[src/design/jsu_pkg.sv]
// Shared types, constants and helpers for the JSON string unescape block.
// Used by jsu_decode and json_string_unescape_utf8; no dependencies.
package jsu_pkg;

    localparam int unsigned MaxResults = 4;
    localparam int unsigned CntW       = $clog2(MaxResults + 1);

    // Error codes carried with a result word
    typedef enum logic [2:0] {
        ERR_NONE      = 3'd0,
        ERR_CTRL_CHAR = 3'd1,
        ERR_BAD_ESC   = 3'd2,
        ERR_BAD_HEX   = 3'd3,
        ERR_UNP_HIGH  = 3'd4,
        ERR_UNP_LOW   = 3'd5
    } t_err;

    // Characters of interest
    localparam logic [7:0] CH_QUOTE = 8'h22;
    localparam logic [7:0] CH_BSL   = 8'h5C;
    localparam logic [7:0] CH_SLASH = 8'h2F;
    localparam logic [7:0] CH_B     = 8'h62;
    localparam logic [7:0] CH_T     = 8'h74;
    localparam logic [7:0] CH_N     = 8'h6E;
    localparam logic [7:0] CH_F     = 8'h66;
    localparam logic [7:0] CH_R     = 8'h72;
    localparam logic [7:0] CH_U     = 8'h75;
    localparam logic [7:0] CTRL_LIM = 8'd32;

    // Surrogate tags in the top six bits of a code unit
    localparam logic [5:0] SURR_HIGH = 6'b110110;
    localparam logic [5:0] SURR_LOW  = 6'b110111;

    // Group of result words caused by one input byte
    typedef struct packed {
        logic [CntW-1:0]             cnt;
        logic [MaxResults-1:0][7:0]  bytes;
        logic                        has;
        logic                        eos;
        t_err                        err;
    } t_res;

    typedef struct packed {
        logic [CntW-1:0]             cnt;
        logic [MaxResults-1:0][7:0]  bytes;
    } t_utf8;

    function automatic logic [4:0] hex_digit(input logic [7:0] b);
        logic [4:0] r;
        r = 5'b10000;
        if (b >= 8'h30 && b <= 8'h39) r = {1'b0, b[3:0]};
        else if ((b >= 8'h61 && b <= 8'h66) || (b >= 8'h41 && b <= 8'h46))
            r = {1'b0, b[3:0] + 4'd9};
        return r;
    endfunction

    function automatic t_utf8 utf8_encode(input logic [20:0] cp);
        t_utf8 u;
        u = '0;
        if (cp < 21'h80) begin
            u.cnt      = CntW'(1);
            u.bytes[0] = {1'b0, cp[6:0]};
        end else if (cp < 21'h800) begin
            u.cnt      = CntW'(2);
            u.bytes[0] = {3'b110, cp[10:6]};
            u.bytes[1] = {2'b10, cp[5:0]};
        end else if (cp < 21'h10000) begin
            u.cnt      = CntW'(3);
            u.bytes[0] = {4'b1110, cp[15:12]};
            u.bytes[1] = {2'b10, cp[11:6]};
            u.bytes[2] = {2'b10, cp[5:0]};
        end else begin
            u.cnt      = CntW'(4);
            u.bytes[0] = {5'b11110, cp[20:18]};
            u.bytes[1] = {2'b10, cp[17:12]};
            u.bytes[2] = {2'b10, cp[11:6]};
            u.bytes[3] = {2'b10, cp[5:0]};
        end
        return u;
    endfunction

endpackage

[src/design/jsu_decode.sv]
// Escape decoder state machine: one raw byte per step, result group out.
// Depends on jsu_pkg.
module jsu_decode
    import jsu_pkg::*;
(
    input  logic       i_clk,
    input  logic       i_rst_n,
    input  logic       i_step,
    input  logic [7:0] i_byte,
    input  logic       i_first,
    output t_res       o_res
);

    typedef enum logic [2:0] {
        PH_NORMAL   = 3'd0,
        PH_ESC      = 3'd1,
        PH_HEX1     = 3'd2,
        PH_WANT_BSL = 3'd3,
        PH_WANT_U   = 3'd4,
        PH_HEX2     = 3'd5
    } t_phase;

    t_phase       r_phase, n_phase, ph;
    logic [1:0]   r_dc, n_dc, dc;
    logic [15:0]  r_acc, n_acc, acc;
    logic [9:0]   r_hb, n_hb, hb;
    logic         r_halt, n_halt, halt;

    logic [4:0]   hex;
    logic [15:0]  acc_new;
    logic [20:0]  cp;
    t_utf8        enc;
    t_res         res;

    always_comb begin
        ph   = i_first ? PH_NORMAL : r_phase;
        dc   = i_first ? 2'd0 : r_dc;
        acc  = i_first ? 16'd0 : r_acc;
        hb   = i_first ? 10'd0 : r_hb;
        halt = i_first ? 1'b0 : r_halt;
    end

    assign hex     = hex_digit(i_byte);
    assign acc_new = {acc[11:0], hex[3:0]};
    // pair: ((hb << 10) | lo) + 0x10000
    assign cp      = (ph == PH_HEX2) ? {({1'b0, hb[9:6]} + 5'd1), hb[5:0], acc_new[9:0]}
                                     : {5'd0, acc_new};
    assign enc     = utf8_encode(cp);

    always_comb begin
        n_phase = ph;
        n_dc    = dc;
        n_acc   = acc;
        n_hb    = hb;
        n_halt  = halt;
        res     = '0;
        res.err = ERR_NONE;
        if (!halt) begin
            unique case (ph)
                PH_ESC: begin
                    n_phase = PH_NORMAL;
                    res.cnt = CntW'(1);
                    res.has = 1'b1;
                    unique case (i_byte)
                        CH_SLASH, CH_QUOTE, CH_BSL: res.bytes[0] = i_byte;
                        CH_B: res.bytes[0] = 8'h08;
                        CH_T: res.bytes[0] = 8'h09;
                        CH_N: res.bytes[0] = 8'h0A;
                        CH_F: res.bytes[0] = 8'h0C;
                        CH_R: res.bytes[0] = 8'h0D;
                        CH_U: begin
                            n_phase = PH_HEX1;
                            n_dc    = 2'd0;
                            n_acc   = 16'd0;
                            res     = '0;
                        end
                        default: begin
                            n_halt  = 1'b1;
                            res.has = 1'b0;
                            res.err = ERR_BAD_ESC;
                        end
                    endcase
                end
                PH_HEX1, PH_HEX2: begin
                    if (hex[4]) begin
                        n_halt  = 1'b1;
                        n_phase = PH_NORMAL;
                        res.cnt = CntW'(1);
                        res.err = (ph == PH_HEX1) ? ERR_BAD_HEX : ERR_UNP_HIGH;
                    end else begin
                        n_acc = acc_new;
                        if (dc != 2'd3) begin
                            n_dc = dc + 2'd1;
                        end else begin
                            n_dc    = 2'd0;
                            n_phase = PH_NORMAL;
                            if (ph == PH_HEX1 && acc_new[15:10] == SURR_HIGH) begin
                                n_hb    = acc_new[9:0];
                                n_phase = PH_WANT_BSL;
                            end else if ((ph == PH_HEX1 && acc_new[15:10] == SURR_LOW) ||
                                         (ph == PH_HEX2 && acc_new[15:10] != SURR_LOW)) begin
                                n_halt  = 1'b1;
                                res.cnt = CntW'(1);
                                res.err = (ph == PH_HEX1) ? ERR_UNP_LOW : ERR_UNP_HIGH;
                            end else begin
                                res.cnt   = enc.cnt;
                                res.bytes = enc.bytes;
                                res.has   = 1'b1;
                            end
                        end
                    end
                end
                PH_WANT_BSL, PH_WANT_U: begin
                    if (i_byte != ((ph == PH_WANT_BSL) ? CH_BSL : CH_U)) begin
                        n_halt  = 1'b1;
                        n_phase = PH_NORMAL;
                        res.cnt = CntW'(1);
                        res.err = ERR_UNP_HIGH;
                    end else if (ph == PH_WANT_BSL) begin
                        n_phase = PH_WANT_U;
                    end else begin
                        n_phase = PH_HEX2;
                        n_dc    = 2'd0;
                        n_acc   = 16'd0;
                    end
                end
                default: begin
                    n_phase = PH_NORMAL;
                    res.cnt = CntW'(1);
                    if (i_byte == CH_QUOTE) begin
                        n_halt  = 1'b1;
                        res.eos = 1'b1;
                    end else if (i_byte < CTRL_LIM) begin
                        n_halt  = 1'b1;
                        res.err = ERR_CTRL_CHAR;
                    end else if (i_byte == CH_BSL) begin
                        n_phase = PH_ESC;
                        res.cnt = '0;
                    end else begin
                        res.has      = 1'b1;
                        res.bytes[0] = i_byte;
                    end
                end
            endcase
        end
    end

    assign o_res = res;

    always_ff @(posedge i_clk) begin
        if (!i_rst_n) begin
            r_phase <= PH_NORMAL;
            r_dc    <= 2'd0;
            r_acc   <= 16'd0;
            r_hb    <= 10'd0;
            r_halt  <= 1'b0;
        end else if (i_step) begin
            r_phase <= n_phase;
            r_dc    <= n_dc;
            r_acc   <= n_acc;
            r_hb    <= n_hb;
            r_halt  <= n_halt;
        end
    end

endmodule

[src/design/json_string_unescape_utf8.sv]
// Top level: JSON string body unescape to UTF-8, stream in and stream out.
// Depends on jsu_pkg and jsu_decode.
//
//  channel  dir  word                       handshake
//  s_axis   in   byte_in, first (tuser)     tvalid & tready
//  m_axis   out  out_byte, flags (tuser)    tvalid & tready, tlast ends a byte's group
//
// One input word per cycle while the output is not stalled and each byte yields at
// most one result word; a \u escape that yields k UTF-8 bytes stalls s_axis while
// the result group drains through the output register.
// Synchronous active-low reset clears decoder state and both stages.
// Output stalls back up into the input register, then into s_axis_tready.
module json_string_unescape_utf8
    import jsu_pkg::*;
(
    input  logic       i_clk,
    input  logic       i_rst_n,
    input  logic       s_axis_tvalid,
    output logic       s_axis_tready,
    input  logic [7:0] s_axis_tdata,   // [7:0] byte_in
    input  logic       s_axis_tuser,   // [0] first
    output logic       m_axis_tvalid,
    input  logic       m_axis_tready,
    output logic [7:0] m_axis_tdata,   // [7:0] out_byte
    output logic [4:0] m_axis_tuser,   // [0] has_byte, [1] end_of_string, [4:2] error_code
    output logic       m_axis_tlast    // last
);

    logic                       r_in_valid;
    logic [7:0]                 r_in_byte;
    logic                       r_in_first;

    logic [CntW-1:0]            r_cnt;
    logic [MaxResults-1:0][7:0] r_byte;
    logic                       r_has;
    logic                       r_eos;
    t_err                       r_err;

    logic out_take, grp_free, step;
    t_res res;

    assign out_take      = m_axis_tvalid && m_axis_tready;
    assign grp_free      = (r_cnt == '0) || (r_cnt == CntW'(1) && out_take);
    assign step          = r_in_valid && grp_free;
    assign s_axis_tready = !r_in_valid || grp_free;

    jsu_decode u_decode (
        .i_clk   (i_clk),
        .i_rst_n (i_rst_n),
        .i_step  (step),
        .i_byte  (r_in_byte),
        .i_first (r_in_first),
        .o_res   (res)
    );

    always_ff @(posedge i_clk) begin
        if (!i_rst_n) begin
            r_in_valid <= 1'b0;
        end else if (s_axis_tready) begin
            r_in_valid <= s_axis_tvalid;
        end
    end

    always_ff @(posedge i_clk) begin
        if (s_axis_tvalid && s_axis_tready) begin
            r_in_byte  <= s_axis_tdata;
            r_in_first <= s_axis_tuser;
        end
    end

    always_ff @(posedge i_clk) begin
        if (!i_rst_n) begin
            r_cnt <= '0;
        end else if (step) begin
            r_cnt <= res.cnt;
        end else if (out_take) begin
            r_cnt <= r_cnt - CntW'(1);
        end
    end

    always_ff @(posedge i_clk) begin
        if (step) begin
            r_byte <= res.bytes;
            r_has  <= res.has;
            r_eos  <= res.eos;
            r_err  <= res.err;
        end else if (out_take) begin
            r_byte <= {8'h00, r_byte[MaxResults-1:1]};
        end
    end

    assign m_axis_tvalid = (r_cnt != '0);
    assign m_axis_tdata  = r_byte[0];
    assign m_axis_tuser  = {r_err, r_eos, r_has};
    assign m_axis_tlast  = (r_cnt == CntW'(1));

endmodule

[config.mk]
export PLATFORM = sky130hd
export DESIGN_NAME = json_string_unescape_utf8
export DESIGN_NICKNAME = d
export VERILOG_FILES = /design/src/design/jsu_pkg.sv /design/src/design/jsu_decode.sv /design/src/design/json_string_unescape_utf8.sv
export SDC_FILE = /design/constraint.sdc
export NUM_CORES = 1
export LEC_CHECK = 0
export ABC_CLOCK_PERIOD_IN_PS = 4300
export BUFFER_PORTS_ARGS = -buffer_cell sky130_fd_sc_hd__buf_4
export CAP_MARGIN = 40
export CORE_MARGIN = 5
export CORE_UTILIZATION = 55
export CTS_CLUSTER_SIZE = 25
export DETAILED_ROUTE_END_ITERATION = 10
export GPL_ROUTABILITY_DRIVEN = 0
export GPL_TIMING_DRIVEN = 0
export PLACE_DENSITY = 0.73
export SYNTH_ARGS = -nofsm -noshare
export SYNTH_HDL_FRONTEND = slang
export SYNTH_HIERARCHICAL = 1
export SYNTH_SLANG_ARGS = --single-unit
[constraint.sdc]
create_clock -name i_clk -period 4.3 [get_ports i_clk]
set_input_delay 0.215 -clock i_clk [delete_from_list [all_inputs] [get_ports i_clk]]
set_output_delay 0.215 -clock i_clk [all_outputs]
set_load 0.005 [all_outputs]
; ---- Yosys cells after proc, flatten, opt, wreduce, memory -nomap -nowiden
; Cells that the tools add are included.
[totals]
word_cells = 172
register_bits = 82
[op_classes]
n_lt_le_gt_ge = 10
mux = 97
n_reduce_logical = 25
add_sub_neg = 4
eq_ne = 20
[ops]
columns = operator, n
row1 = $mux 16, 9
row2 = $mux 24, 3
row3 = $mux 36, 2
row4 = $mux 3, 22
row5 = $mux 33, 2
row6 = $mux 32, 2
row7 = $mux 10, 6
row8 = $eq 8x7->1 const B, 7
row9 = $pmux 16 s3, 1
row10 = $pmux 24 s2, 1
row11 = $pmux 8 s6, 1
row12 = $mux 40, 1
row13 = $mux 9, 3
row14 = $pmux 3 s3, 3
row15 = $pmux 9 s3, 1
row16 = $mux 25, 1
row17 = $mux 22, 1
row18 = $lt 21x12->1 const B, 1
row19 = $lt 21x17->1 const B, 1
row20 = $lt 21x8->1 const B, 1
row21 = $mux 21, 1
row22 = $mux 1, 20
row23 = $mux 2, 10
row24 = $eq 8x6->1 const B, 2
row25 = 33 further kinds, 54

; ---- Longest topological paths before layout
; Gate-level depths: netlist (run 1).
[depth]
word_depth = 20
mapped_depth = 15
mapped_depth_nobuf = 11

; ---- Cells and area by module
; The synthesis (run 1) kept the hierarchy.
[modules_own_cells]
columns = mod, area_per_inst_um2, cells_per_inst, instances, seq_area_each_um2
row1 = jsu_decode, 3090.5, 450, 1, 560.5
row2 = json_string_unescape_utf8, 2235.9, 133, 1, 1461.4

; ---- Worst setup path before layout (run 1)
; OpenSTA, ideal clock, no wires.
[synth_timing]
path_type = register to register
startpoint = register r_in_first
endpoint = register r_byte (netlist bit m_axis_tdata[4]) (data pin)
t_arrival_ns = 3.364
setup_slack_ns = 0.675
synth_period_minus_slack_ns = 3.625
stages_incl_launch_ff = 14
setup_time_ns = 0.260
required_time_ns = 4.040
path_cell_list = edfxtp_1 > clkbuf_1 > clkbuf_1 > clkbuf_1 > nor2b_1 > ha_1 > or4b_1 > a21oi_1 > nand2b_1 > clkbuf_1 > o31ai_1 > a222oi_1 > nor2_1 > mux2_4
[synth_rtl]
columns = item, line_no
row1 = start: declaration, json_string_unescape_utf8.sv:31  ; logic r_in_first;
row2 = start signal: assignment, json_string_unescape_utf8.sv:67  ; r_in_first <= s_axis_tuser;
row3 = end signal: assignment, json_string_unescape_utf8.sv:83  ; r_byte <= res.bytes;
row4 = end signal: assignment, json_string_unescape_utf8.sv:88  ; r_byte <= {8'h00, r_byte[MaxResults-1:1]};
row5 = end: declaration, json_string_unescape_utf8.sv:34  ; logic [MaxResults-1:0][7:0] r_byte;

==> flow_summary.json, run 1 <==
{
  "status": "finished clean",
  "yosysSeqAreaShare_pct": 38.0,
  "dpl.hpwl_mm": 11.2,
  "slew_violations": 0,
  "coreArea_mm2": 0.00959,
  "antenna_found_initial": 0,
  "max_slew_margin_pct": 46.6,
  "hold_depth": 1,
  "antenna_cells": 0,
  "p_sw_uw": 922,
  "intPower_mw": 1.82,
  "num_vias": 4969,
  "switching_share_pct": 33.6,
  "rsz0062_at_grt": "false",
  "cts_tree": "yes",
  "whs_ps": 21.2,
  "grt_max_degree": 25,
  "firstDrtPassIters": 6,
  "worst_setup_path_start_kind": "flop",
  "finalSetupTns_ps": 0,
  "tightest_slew_ps": 797,
  "critical_path.reg2reg.startpoint": "r_in_first$_DFFE_PP_",
  "syn_avg_cell_area_um2": 9.14,
  "syn_to_final_growth_pct": 11.7,
  "drv_cap": 0,
  "crit_start": "r_in_first$_DFFE_PP_",
  "timing.final.crit_share_pct": 92.4,
  "synth-edff-count": 46,
  "critPathMaxFanout": 10,
  "async_reset_ff_share_pct": 0,
  "fp-row-count": 36,
  "clockBufferDepth": 2,
  "hp-class": "in -> reg",
  "cts_sinks": 78,
  "finalSetupViolCount": 0,
  "period_needed_ps": 3970,
  "final_nets": 649,
  "pwr-share-comb_pct": 39.4,
  "num_io_pins": 29,
  "yosys_warnings": 6,
  "critPathRequiredTime_ps": 4420,
  "ys.flop_type": "edfxtp_1",
  "power_density_mw_per_mm2": 462,
  "routedWlPerCell_um": 19.8,
  "clk_pin_slew_ps": 80,
  "start_util_pct": 55.5,
  "die_x_um": 108,
  "r2r_cells": 12,
  "drtIter0Drc": 784,
  "vdd_drop_max_mv": 0.290,
  "cts_made_buffers": 9,
  "ant_nets": 0,
  "cts_hold_buf": 0,
  "htreeDepth": 3,
  "track_usage_pct": 26.6,
  "grt_pass1_wl_mm": 24.1,
  "grt.overflow.total": 0,
  "ys_types": 83,
  "criticalPathCategory": "reg -> reg",
  "syn-cell-area_mm2": 0.00533,
  "numPortBuffers": 28,
  "drt-total-wl_mm": 15.1,
  "reg2reg_slack_ps": 330,
  "worst_r2r_endpoint": "m_axis_tdata[4]$_DFFE_PP_",
  "hp-start": "s_axis_tdata[5]",
  "vias_per_cell": 6.50,
  "drive_gt1_share_pct": 19.0,
  "worstSetupEndpointType": "flop",
  "arrival_ps": 4090,
  "clkLatencyLatePin_ps": 370,
  "die_y_um": 108,
  "grt_pass1_vias": 4706,
  "nFillCells": 847,
  "p_clk_share_pct": 19.6,
  "pwr-share-seq_pct": 41.1,
  "fmax_mhz": 252,
  "cts_root_buf": "clkbuf_8",
  "netlist_instances": 583,
  "skew_ps": 8.73,
  "final-hold-violation-count": 0,
  "die_area_mm2": 0.0118,
  "drc": 0,
  "total_leakage_power_nw": 2.26,
  "endpoint": "m_axis_tdata[4]$_DFFE_PP_",
  "ys_seq_elements": 78
}
[cells by family (layout without fill, tap and decap cells)]
logic type | after synthesis | count (layout) | share of synthesized area (%)
buffers and inverters | 64 | 110 | 5.94
and+or+nand+nor | 231 | 231 | 23.4
adders and majority gates | 9 | 9 | 2.11
xor gates and xnor gates | 1 | 1 | 0.164
other | 1 | 3 | 0.0704
AOI/OAI and AO/OA | 173 | 173 | 23.6
muxes | 26 | 26 | 6.72
DFF | 78 | 78 | 38.0
[per-stage QoR]
step	instance area (um^2)	worst slack [ps]	util [%]	total power, mW	std cells
6_report	5950	328	62.0	2.75	764
5_1_grt	5950	52.7	62.0	2.90	764
4_1_cts	5930	92.8	61.8	2.74	762
3_5_place_dp	5740	-391	59.9	2.20	748
3_3_place_gp	5710	-386	59.5	2.14	746
2_1_floorplan	5330	675	-	1.86	585
[synthesized netlist by cell type, types with 3 or more instances]
master	count	area, um^2
nor2b_1	17	106
mux2_4	18	270
and2_1	6	37.5
o2111ai_1	3	26.3
nand3_1	12	60.1
mux2_2	6	67.6
a211oi_2	3	37.5
a31oi_1	6	37.5
nor4bb_1	3	30.0
a22oi_1	8	60.1
o2bb2ai_1	3	26.3
nand2b_1	5	31.3
or4_1	4	30.0
or4b_2	3	30.0
a22o_1	8	70.1
nand2_1	53	199
nand3b_1	5	37.5
nor2_1	59	221
nor3_1	19	95.1
a31o_2	3	26.3
inv_1	19	71.3
or3_1	5	31.3
o21ai_0	25	125
o21a_1	5	37.5
dfxtp_1	32	641
ha_1	9	113
a211oi_1	6	45.0
and3_1	15	93.8
a211o_1	3	26.3
o32ai_1	3	26.3
a21o_1	10	75.1
edfxtp_1	46	1380
clkbuf_1	25	93.8
o31ai_1	6	45.0
buf_6	3	33.8
a21oi_1	36	180
a21boi_0	3	22.5
o22ai_1	4	25.0
o211ai_1	8	60.1
buf_4	13	97.6
[layer usage]
metal	vias up	part of all wire (%)	global-route usage (%)
met4	0	4.2	13.3
li1	2276	-	-
met1	2286	40	34.6
met2	338	44	40.6
met3	69	12	7.34
met5	-	0	0
[power by group through the flow]
stage / Clock [mW] / Combinational [mW] / Sequential, mW
finish: 0.537 / 1.08 / 1.13
global route: 0.584 / 1.17 / 1.15
CTS: 0.546 / 1.06 / 1.13
detailed placement: 0 / 1.06 / 1.14
global placement: 0 / 1.00 / 1.14
floorplan: 0 / 0.744 / 1.12
[final cells by class]
cell class,instances,area [um^2],share of cell area (%)
clock inverters,6,61.3,1.03
repair buffers,32,258,4.33
well taps,133,166,2.80
plain buffers,44,244,4.10
inverters,19,71.3,1.20
flip-flops and latches,78,2020,34.0
multi-input cells,443,3000,50.5
clock buffers,9,124,2.08
[flip-flops by register name (all words and copies together) (netlist names)]
| signal | cells |
|---|---|
| r_cnt | 3 |
| r_eos | 1 |
| r_in_valid | 1 |
| m_axis_tdata | 8 |
| u_decode/r_halt | 1 |
| r_byte | 24 |
| u_decode/r_phase | 3 |
| r_in_first | 1 |
| u_decode/r_hb | 10 |
| u_decode/r_acc | 12 |
| r_err | 3 |
| r_has | 1 |
| r_in_byte | 8 |
| u_decode/r_dc | 2 |
[how the worst min path moves through the flow]
| stage | to | slack (ps) |
|---|---|---|
| 6_report | r_in_byte[5]$_DFFE_PP_ | 20 |
| 4_1_cts | r_in_byte[3]$_DFFE_PP_ | 10 |
| 2_1_floorplan | r_in_byte[0]$_DFFE_PP_ | 310 |
| 5_1_grt | r_in_byte[5]$_DFFE_PP_ | 10 |
| 3_3_place_gp | r_in_first$_DFFE_PP_ | 390 |
| 3_5_place_dp | r_in_first$_DFFE_PP_ | 390 |
[cells in the final DEF, fill, tap and decap left out, types with 6 or more instances in the layout]
cell type / Yosys / final
buf_4: 13 / 43
and2_1: 6 / 6
dfxtp_1: 32 / 32
a211oi_1: 6 / 6
edfxtp_1: 46 / 46
clkbuf_8: 0 / 9
nor3_1: 19 / 19
a21o_1: 10 / 10
mux2_4: 18 / 18
o211ai_1: 8 / 8
nand3_1: 12 / 12
nand2_1: 53 / 53
and3_1: 15 / 15
a22o_1: 8 / 8
inv_1: 19 / 19
mux2_2: 6 / 6
a22oi_1: 8 / 8
a21oi_1: 36 / 36
ha_1: 9 / 9
nor2b_1: 17 / 17
a31oi_1: 6 / 6
nor2_1: 59 / 59
clkbuf_1: 25 / 22
o31ai_1: 6 / 6
o21ai_0: 25 / 25
[repair_timing]
item	in CTS	in global routing
setup buffers	0	2
setup endpoints to repair	24	8
resized for setup	2	1
[critical path, cell delays in order, from the launching register on]
cell and delay [ps]:
edfxtp_1 440, clkbuf_2 320, clkbuf_2 320, nor2b_1 80
ha_1 360, or4b_1 540, a21oi_1 320, nand2b_1 150
clkbuf_1 340, o31ai_1 150, a222oi_1 370, nor2_1 80
mux2_4 260
Power figures use the tool's default switching activity.
==> run 2: changes to the inputs <==
--- a/config.mk
+++ b/config.mk
@@ -5,7 +5,8 @@
 export SDC_FILE = /design/constraint.sdc
 export NUM_CORES = 1
 export LEC_CHECK = 0
-export ABC_CLOCK_PERIOD_IN_PS = 4300
+export ABC_AREA = 1
+export ABC_CLOCK_PERIOD_IN_PS = 3400
 export BUFFER_PORTS_ARGS = -buffer_cell sky130_fd_sc_hd__buf_4
 export CAP_MARGIN = 40
 export CORE_MARGIN = 5
@@ -14,7 +15,7 @@
 export DETAILED_ROUTE_END_ITERATION = 10
 export GPL_ROUTABILITY_DRIVEN = 0
 export GPL_TIMING_DRIVEN = 0
-export PLACE_DENSITY = 0.73
+export PLACE_DENSITY = 0.76
 export SYNTH_ARGS = -nofsm -noshare
 export SYNTH_HDL_FRONTEND = slang
 export SYNTH_HIERARCHICAL = 1
==> constraint.sdc (replaced) <==
create_clock -name i_clk -period 3.4 [get_ports i_clk]
set_input_delay 0.17 -clock i_clk [delete_from_list [all_inputs] [get_ports i_clk]]
set_output_delay 0.17 -clock i_clk [all_outputs]
set_load 0.005 [all_outputs]
==> run 2 against run 1 <==
  * Cell count is 30% higher
  * Routed wire length is 7.5% higher
  * Largest cell class unchanged
  * Sequential power is 38% higher
  * Largest power group is now combinational logic
  * Final area is 6.8% higher
  * Clock skew is 3.8 ps higher
  * Die area is 6.3% higher
  * Register-to-register slack better by 130 ps
  * Highest routed layer unchanged
  * First-iteration DRC count is 13% lower
==> flow_summary.json, run 2 <==
{
  "status": "finished clean",
  "yosys-top-cells-area": "edfxtp_1, nand2_1, dfxtp_1",
  "clkLatencyLatePin_ps": 370,
  "worst_setup_path_start_kind": "flop",
  "tightest_slew_ps": 875,
  "htreeDepth": 3,
  "skew_ps": 12.6,
  "crit_buf_inv": 2,
  "synthAdderAreaFrac_pct": 1.98,
  "r2r_cells": 12,
  "synth_top_family_by_area": "simple AND/OR/NAND/NOR gates",
  "vdd_drop_max_mv": 0.309,
  "ant_nets": 0,
  "ys_seq_elements": 78,
  "yosys_warnings": 6,
  "drive_gt1_share_pct": 17.7,
  "whs_endpoint": "r_cnt[1]$_SDFFE_PN0P_",
  "synth-edff-count": 46,
  "syn_avg_cell_area_um2": 7.10,
  "drtIter0Drc": 686,
  "final_area_mm2": 0.00635,
  "largest_register_ffs": 24,
  "grt.overflow.total": 0,
  "routedWlPerCell_um": 16.3,
  "crit_cells": 12,
  "crit_path_top_delay_cell": "o21ai_0",
  "drv_cap": 0,
  "max_slew_margin_pct": 41.1,
  "max_stage_delay_ps": 720,
  "syn-cell-area_mm2": 0.00570,
  "ys_types": 52,
  "grt_max_degree": 36,
  "coreArea_mm2": 0.0102,
  "antenna_cells": 0,
  "synthMuxAreaShare_pct": 0,
  "yosysTopAreaCell": "edfxtp_1",
  "numPortBuffers": 28,
  "worstSetupEndpointType": "flop",
  "whs_ps": 72.2,
  "worst_r2r_endpoint": "m_axis_tdata[0]$_DFFE_PP_",
  "vias_per_cell": 5.89,
  "cp_common_cell": "nand2_1",
  "max_flop_register": "r_byte",
  "cts_root_buf": "clkbuf_8",
  "fmax_mhz": 340,
  "synth_top_area_share_pct": 24.3,
  "dpl-instance-area_mm2": 0.00608,
  "num_vias": 5848,
  "synthXorXnorAreaFrac_pct": 0.461,
  "hp-start": "i_rst_n",
  "drc": 0,
  "total_leakage_power_nw": 2.73,
  "final_nets": 874,
  "yosysSeqAreaShare_pct": 35.5,
  "grt_pass1_vias": 5492,
  "syn_to_final_growth_pct": 11.6,
  "dpl.hpwl_mm": 12.0,
  "cts_sinks": 78,
  "start_util_pct": 55.7,
  "nFillCells": 934,
  "finalSetupViolCount": 0,
  "die_area_mm2": 0.0125,
  "hold_depth": 3,
  "path_cells": "inv_1 -> ha_1 -> nand2_1 -> o211ai_1 -> nand2_1 -> o21ai_0 -> inv_1 -> nand2_1 -> nand3_1 -> a21oi_1 -> nand2_1 -> nand2_1",
  "drt-total-wl_mm": 16.2,
  "die_x_um": 112,
  "fp-row-count": 37,
  "critical_path.reg2reg.startpoint": "r_in_byte[0]$_DFFE_PP_",
  "grt_pass1_wl_mm": 26.9,
  "critPathMaxFanout": 7,
  "period_needed_ps": 2940,
  "finalSetupTns_ps": 0,
  "layout_common_cells": "nand2_1, inv_1, a21oi_1",
  "hp-class": "in -> reg",
  "criticalPathCategory": "reg -> reg",
  "synth_compound_area_share_pct": 16.4,
  "die_y_um": 112,
  "top_regs": "r_byte x24, u_decode/r_acc x12, u_decode/r_hb x10",
  "async_reset_ff_share_pct": 0,
  "synthSimpleGateAreaFrac_pct": 33.9,
  "clockBufferDepth": 2,
  "slew_violations": 0,
  "netlist_instances": 802,
  "ys.flop_type": "edfxtp_1",
  "yosysMostFrequentCell": "nand2_1",
  "reg2reg_slack_ps": 460,
  "firstDrtPassIters": 8,
  "arrival_ps": 3190,
  "timing.final.crit_share_pct": 86.5,
  "layout_setup_ws_ps": 461,
  "power_density_mw_per_mm2": 674,
  "cts_made_buffers": 9,
  "dp_slack_ps": 571,
  "clk_pin_slew_ps": 90,
  "cpLargestDelayFamily": "compound AO/OA/AOI/OAI gates",
  "layout_commonest_cell": "nand2_1",
  "rsz0062_at_grt": "false",
  "synth_common_cells": "nand2_1, inv_1, a21oi_1",
  "final-hold-violation-count": 0,
  "critPathRequiredTime_ps": 3650,
  "track_usage_pct": 26.3,
  "antenna_found_initial": 0,
  "cts_tree": "yes",
  "num_io_pins": 29
}
==> run 2: changes by cell type in the layout (fill, tap and decap cells not counted), moves of 15 or more <==
cell     previous run  this run
inv_2               0        16
nor2b_1            17         0
mux2_4             18         0
a21oi_1            36        72
nand3_1            12        62
and3_1             15         0
nand2_2             0        17
o21ai_0            25        59
inv_1              19        77
nand2_1            53       194
==> run 2: how the worst max path moves through the flow <==
stage,from,end,slack (ps)
global route,r_in_byte[0]$_DFFE_PP_,m_axis_tdata[0]$_DFFE_PP_,280
finish,r_in_byte[0]$_DFFE_PP_,m_axis_tdata[0]$_DFFE_PP_,460
floorplan,r_in_first$_DFFE_PP_,r_cnt[2]$_SDFFE_PN0P_,980
global placement,r_in_first$_DFFE_PP_,r_cnt[0]$_SDFFE_PN0P_,620
CTS,r_in_first$_DFFE_PP_,r_cnt[0]$_SDFFE_PN0P_,540
detailed placement,r_in_first$_DFFE_PP_,r_cnt[0]$_SDFFE_PN0P_,570
==> run 2: stage by stage <==
step	util (%)	power, mW	cells
detailed placement	59.5	3.59	968
global placement	59.5	3.54	968
finish	62.1	4.28	993
floorplan	-	3.02	804
global route	62.1	4.57	993
CTS	62.1	4.26	993
==> run 2: kinds of logic after synthesis <==
group	Yosys count
buffers and inverters	138
flip-flops	78
other	1
AO/OA/AOI/OAI	170
AND/OR/NAND/NOR	403
XOR/XNOR	3
adder cells (fa/ha/maj)	9
==> run 2: power by group <==
part	internal [mW]	leakage (nW)	switching (mW)
Clock	0.272	0.0838	0.389
Sequential	1.42	0.706	0.140
Combinational	0.723	1.94	1.33
==> run 2: layout make-up <==
class                   instances  area [um^2]  area share (%)
multi-input cells             588         3020            47.5
flip-flops and latches         78         2020            31.8
inverters                      97          375            5.91
repair buffers                 37          300            4.73
plain buffers                  41          290            4.57
well taps                     136          170            2.68
clock buffers                   9          124            1.95
clock inverters                 7         56.3           0.886
==> run 2: worst min-delay path: stages <==
cell and delay, ps:
buf_4 120, nand3_1 80, inv_1 50
==> run 2: repair_timing <==
item | 4_1_cts | 5_1_grt
setup buffers | 0 | 0
hold buffers | 9 | 0
endpoints found under the hold margin | 9 | 0
resized for setup | 0 | 0
==> run 2: metal layers <==
layer / global-route usage (%) / wire [um] / vias to the layer above
li1: - / - / 2749
met1: 33.9 / 6340 / 2601
met2: 41.1 / 7210 / 405
met3: 5.49 / 1820 / 93
met4: 14.8 / 855 / 0
met5: 0 / 0 / -
